File: src/tba_pkg.sv
`timescale 1ns / 1ps
// ----------------------------------------------------------------------------
// tba_pkg: shared types and codes of the tile block allocator
// Field widths, command, operation and status codes, and the queue geometry.
// ----------------------------------------------------------------------------
package tba_pkg;

  localparam int CMD_W    = 2;
  localparam int BLK_W    = 10;
  localparam int SIZE_W   = 7;
  localparam int STATUS_W = 3;

  // Command field
  localparam logic [CMD_W-1:0] CMD_RESET = 2'd0;
  localparam logic [CMD_W-1:0] CMD_ALLOC = 2'd1;
  localparam logic [CMD_W-1:0] CMD_FREE  = 2'd2;

  // Classified operation
  typedef logic [1:0] op_t;
  localparam op_t OP_RESET  = 2'd0;
  localparam op_t OP_ALLOC  = 2'd1;
  localparam op_t OP_FREE   = 2'd2;
  localparam op_t OP_IGNORE = 2'd3;

  // Result status
  localparam logic [STATUS_W-1:0] ST_LIST    = 3'd0;
  localparam logic [STATUS_W-1:0] ST_BUMP    = 3'd1;
  localparam logic [STATUS_W-1:0] ST_WRAP    = 3'd2;
  localparam logic [STATUS_W-1:0] ST_FREED   = 3'd3;
  localparam logic [STATUS_W-1:0] ST_IGNORED = 3'd4;
  localparam logic [STATUS_W-1:0] ST_RESET   = 3'd5;

  // Command queue between front and back
  localparam int Q_DEPTH = 2;
  localparam int Q_AW    = $clog2(Q_DEPTH);
  localparam int Q_CW    = $clog2(Q_DEPTH + 1);

  typedef struct packed {
    op_t               op;
    logic              arena;
    logic [BLK_W-1:0]  blk;
    logic [SIZE_W-1:0] size;
  } item_t;

  typedef struct packed {
    logic [STATUS_W-1:0] status;
    logic [BLK_W-1:0]    granted;
  } result_t;

endpackage

File: src/tba_fifo.sv
`timescale 1ns / 1ps
// ----------------------------------------------------------------------------
// tba_fifo: command queue
// Short queue of classified beats between the front and the back.
// ----------------------------------------------------------------------------
module tba_fifo import tba_pkg::*; (
  input  logic  clk,
  input  logic  rst,
  input  logic  push,
  input  item_t push_item,
  output logic  full,
  output logic  valid,
  output item_t item,
  input  logic  pop
);

  item_t           store [Q_DEPTH];
  logic [Q_AW-1:0] wptr, wptr_next;
  logic [Q_AW-1:0] rptr, rptr_next;
  logic [Q_CW-1:0] count, count_next;

  assign full  = (count == Q_CW'(Q_DEPTH));
  assign valid = (count != '0);
  assign item  = store[rptr];

  always_comb begin
    wptr_next = wptr;
    rptr_next = rptr;
    if (push) begin
      wptr_next = (wptr == Q_AW'(Q_DEPTH - 1)) ? '0 : wptr + 1'b1;
    end
    if (pop) begin
      rptr_next = (rptr == Q_AW'(Q_DEPTH - 1)) ? '0 : rptr + 1'b1;
    end
    case ({push, pop})
      2'b10:   count_next = count + 1'b1;
      2'b01:   count_next = count - 1'b1;
      default: count_next = count;
    endcase
  end

  always_ff @(posedge clk) begin
    if (rst) begin
      wptr  <= '0;
      rptr  <= '0;
      count <= '0;
    end else begin
      wptr  <= wptr_next;
      rptr  <= rptr_next;
      count <= count_next;
    end
  end

  always_ff @(posedge clk) begin
    if (push) begin
      store[wptr] <= push_item;
    end
  end

endmodule

File: config.mk
export PLATFORM = sky130hd
export DESIGN_NAME = tba_fifo
export DESIGN_NICKNAME = d
export VERILOG_FILES = /design/src/tba_pkg.sv /design/src/tba_fifo.sv
export SDC_FILE = /design/constraint.sdc
export NUM_CORES = 1
export LEC_CHECK = 0
export ABC_CLOCK_PERIOD_IN_PS = 2150
export BUFFER_PORTS_ARGS = -buffer_cell sky130_fd_sc_hd__buf_4
export CAP_MARGIN = 20
export CORE_MARGIN = 3
export CORE_UTILIZATION = 30
export DETAILED_ROUTE_END_ITERATION = 7
export GPL_TIMING_DRIVEN = 0
export MAX_ROUTING_LAYER = met4
export PLACE_DENSITY = 0.6
export SLEW_MARGIN = 40
export SYNTH_ARGS = -nofsm -noshare
export SYNTH_HDL_FRONTEND = slang
export SYNTH_SLANG_ARGS = --single-unit
export TNS_END_PERCENT = 10
File: constraint.sdc
create_clock -name clk -period 2.15 [get_ports clk]
set_input_delay 0.215 -clock clk [delete_from_list [all_inputs] [get_ports clk]]
set_output_delay 0.215 -clock clk [all_outputs]
set_load 0.02 [all_outputs]
==> impl_metrics.py <==
metrics = {
    "timing": {
        "worst_slack_ns": 0.511,
        "slew_viol_final": 0,
        "min_period_ns": 1.64,
        "finalHoldViolCount": 0,
        "worst_clock_skew_ns": 0.00678,
        "fmax_mhz": 610,
        "finalCritPeriodShare_pct": 76.2,
        "worst-slew-pin-transition_ns": 0.496,
        "whs_ns": 0.105,
        "rsz0062_at_grt": "false",
        "slew_headroom_pct": 66.9,
        "setup_viol": 0,
    },
    "cells_and_area": {
        "fin_area_sq_um": 2200,
        "layout.nets": 162,
        "fin_cells": 208,
        "drive_above_1_share_pct": 57.2,
        "area_growth_pct": 34.1,
        "n_antenna_cell": 0,
        "fillers": 511,
    },
    "global_route": {
        "antenna_found_initial": 0,
        "overflow": 0,
        "grt_usage_pct": 10.4,
        "grt_pass1_wl_um": 4660,
        "grt_pass1_vias": 1012,
        "grt_max_degree": 21,
    },
    "power_and_ir_drop": {
        "p_int_mw": 1.51,
        "power.switching_mw": 0.443,
        "p_per_area_nw_per_um2": 888,
        "comb_power_share_pct": 15.6,
        "power_frac_clock_pct": 31.6,
        "p_leak_nw": 0.832,
        "peakVddDrop_v": 0.000389,
        "netSwitchingFraction_pct": 22.6,
        "seq_power_share_pct": 52.8,
    },
    "clock_network": {
        "ctsResizeCount": 0,
        "root_buffer": "clkbuf_8",
        "cts_buffers": 5,
        "cts_tree": "built",
        "cts.hold.buffers_added": 0,
        "clkTransAtPathRegs_ns": 0.08,
        "post_cts_buffers": 0,
        "max-clock-path-buffers": 2,
        "clock_latency_ns": 0.29,
        "cts.htree.levels": 2,
        "cts.sinks": 45,
    },
    "min_path": {
        "hold_path.class": "input pin to flop",
    },
    "place": {
        "dp_hpwl_um": 2100,
        "port_buffers": 45,
        "pre_cts_slack_ns": 0.802,
        "dpl-instance-area_sq_um": 2090,
        "dp.cells": 200,
        "gp_congestion": 0.637,
    },
    "yosys": {
        "synth_top_area_share_pct": 73.1,
        "synthCells": 84,
        "yosysWarnings": 0,
        "synth_fp_nets": 109,
        "ys_seq_area_share_pct": 79.1,
        "netlist_top_cells_area": "edfxtp_1 (73%), mux2_2 (14%), dfxtp_1 (6.1%)",
        "avgSynthCellArea_sq_um": 19.6,
        "synth_area_sq_um": 1640,
        "ys_types": 15,
        "ys_seq_elements": 45,
        "yosysTopAreaCell": "edfxtp_1",
    },
    "die": {
        "die_h_um": 80.0,
        "rows": 26,
        "start_util_pct": 31.6,
        "die_width_um": 80.0,
        "core_area_sq_um": 5200,
        "die_area_sq_um": 6400,
        "io_pins": 46,
    },
    "detailed_routing": {
        "remaining_drc_errors": 0,
        "viasPerCell": 4.25,
        "wirelength_um": 2940,
        "wl_per_cell_um": 14.1,
        "ant_nets": 0,
        "vias": 883,
        "firstDrtPassIters": 4,
        "drtIter0Drc": 45,
    },
    "critical_path": {
        "cpMaxStageDelayCell": "mux2_2",
        "cp-start-kind": "flop",
        "path_buf_inv": 2,
        "cp_top_family": "buffers and inverters",
        "end_kind": "primary output",
        "crit_type": "flop to primary output",
        "worstPathArrival_ns": 1.42,
        "cp.required_ns": 1.93,
        "critPathMaxStageDelay_ns": 0.38,
        "path_cells": "buf_2, mux2_2, buf_4",
        "cp_max_fo": 10,
    },
    "run": {
        "max-cap-violations": 0,
    },
    "status": {
        "outcome": "completed",
    },
}
[routing by layer]
metal  share of wire (%)  global-route usage (%)  vias to the layer above
met5                   0                       -                        -
met3                 6.6                    4.06                        2
met4                0.68                    4.05                        0
met1                  38                    10.7                      436
li1                    -                       -                      418
met2                  55                    17.7                       27
[cell usage in the layout (no fill, tap or decap)]
master,n
xor2_1,1
clkbuf_1,1
buf_4,45
clkbuf_8,5
mux2_2,20
clkinv_4,1
dfxtp_1,5
nor2_1,4
or2_2,1
o21ai_0,1
buf_8,1
and2b_2,1
a21oi_1,1
and2_2,1
edfxtp_1,40
or3_1,1
nor2_4,1
ha_1,1
buf_2,2
inv_1,1
bufinv_16,1
xnor2_1,3
[power by group through the flow]
| stage | logic (mW) | clock network [mW] | registers (mW) |
|---|---|---|---|
| after detailed placement | 0.313 | 0 | 1.05 |
| after global placement | 0.299 | 0 | 1.05 |
| after floorplan | 0.171 | 0 | 1.05 |
| after global routing | 0.331 | 0.683 | 1.04 |
| final | 0.306 | 0.618 | 1.03 |
| after CTS | 0.314 | 0.649 | 1.03 |
[synthesized netlist by cell type (all sizes together)]
master / n
a21oi: 1
and2: 1
and2b: 1
buf: 2
dfxtp: 5
edfxtp: 40
ha: 1
inv: 1
mux2: 20
nor2: 5
o21ai: 1
or2: 1
or3: 1
xnor2: 3
xor2: 1
[worst paths after layout]
path / startpoint / to / slack [ns] / cells after the start
setup / recovery: flop / item[15] / 0.51 / 3
hold reg to reg: rptr / flop / 0.53 / 2
hold / removal: push_item[2] / store[1][2] / 0.10 / 1
setup reg to reg: wptr / store[1][8] / 0.87 / 1
[through the flow]
step | total power, mW | setup TNS [ns] | util (%)
after floorplan | 1.22 | 0 | -
after global placement | 1.35 | -0.674 | 39.8
after detailed placement | 1.37 | 0 | 40.2
after CTS | 2.00 | 0 | 42.4
after global routing | 2.05 | 0 | 42.4
final | 1.96 | 0 | 42.4
[flip-flops by register name, summed over array words and instances, names as in the netlist, named ones only]
signal	cells
wptr	1
rptr	1
store	40
count	2
[final cells by class]
class                      instances  area (sq um)  share of cell area, %
sequential                        45          1300                   59.0
timing repair buffer              46           353                   16.0
clock buffer                       6          72.6                   3.29
inverter                           1          3.75                  0.170
clock inverter                     2          38.8                   1.76
tap                               70          87.6                   3.97
buffer                             2          10.0                  0.454
multi-input combinational         36           338                   15.3
[logic make-up after synthesis]
| group | count (synthesis) | synth area share (%) |
|---|---|---|
| and+or+nand+nor | 9 | 2.82 |
| xor gates and xnor gates | 4 | 2.13 |
| AOI/OAI and AO/OA | 2 | 0.608 |
| buffers and inverters | 3 | 0.837 |
| adders and majority gates | 1 | 0.761 |
| DFF | 45 | 79.1 |
| muxes | 20 | 13.7 |
No activity file was read; power rests on OpenSTA's default activity.
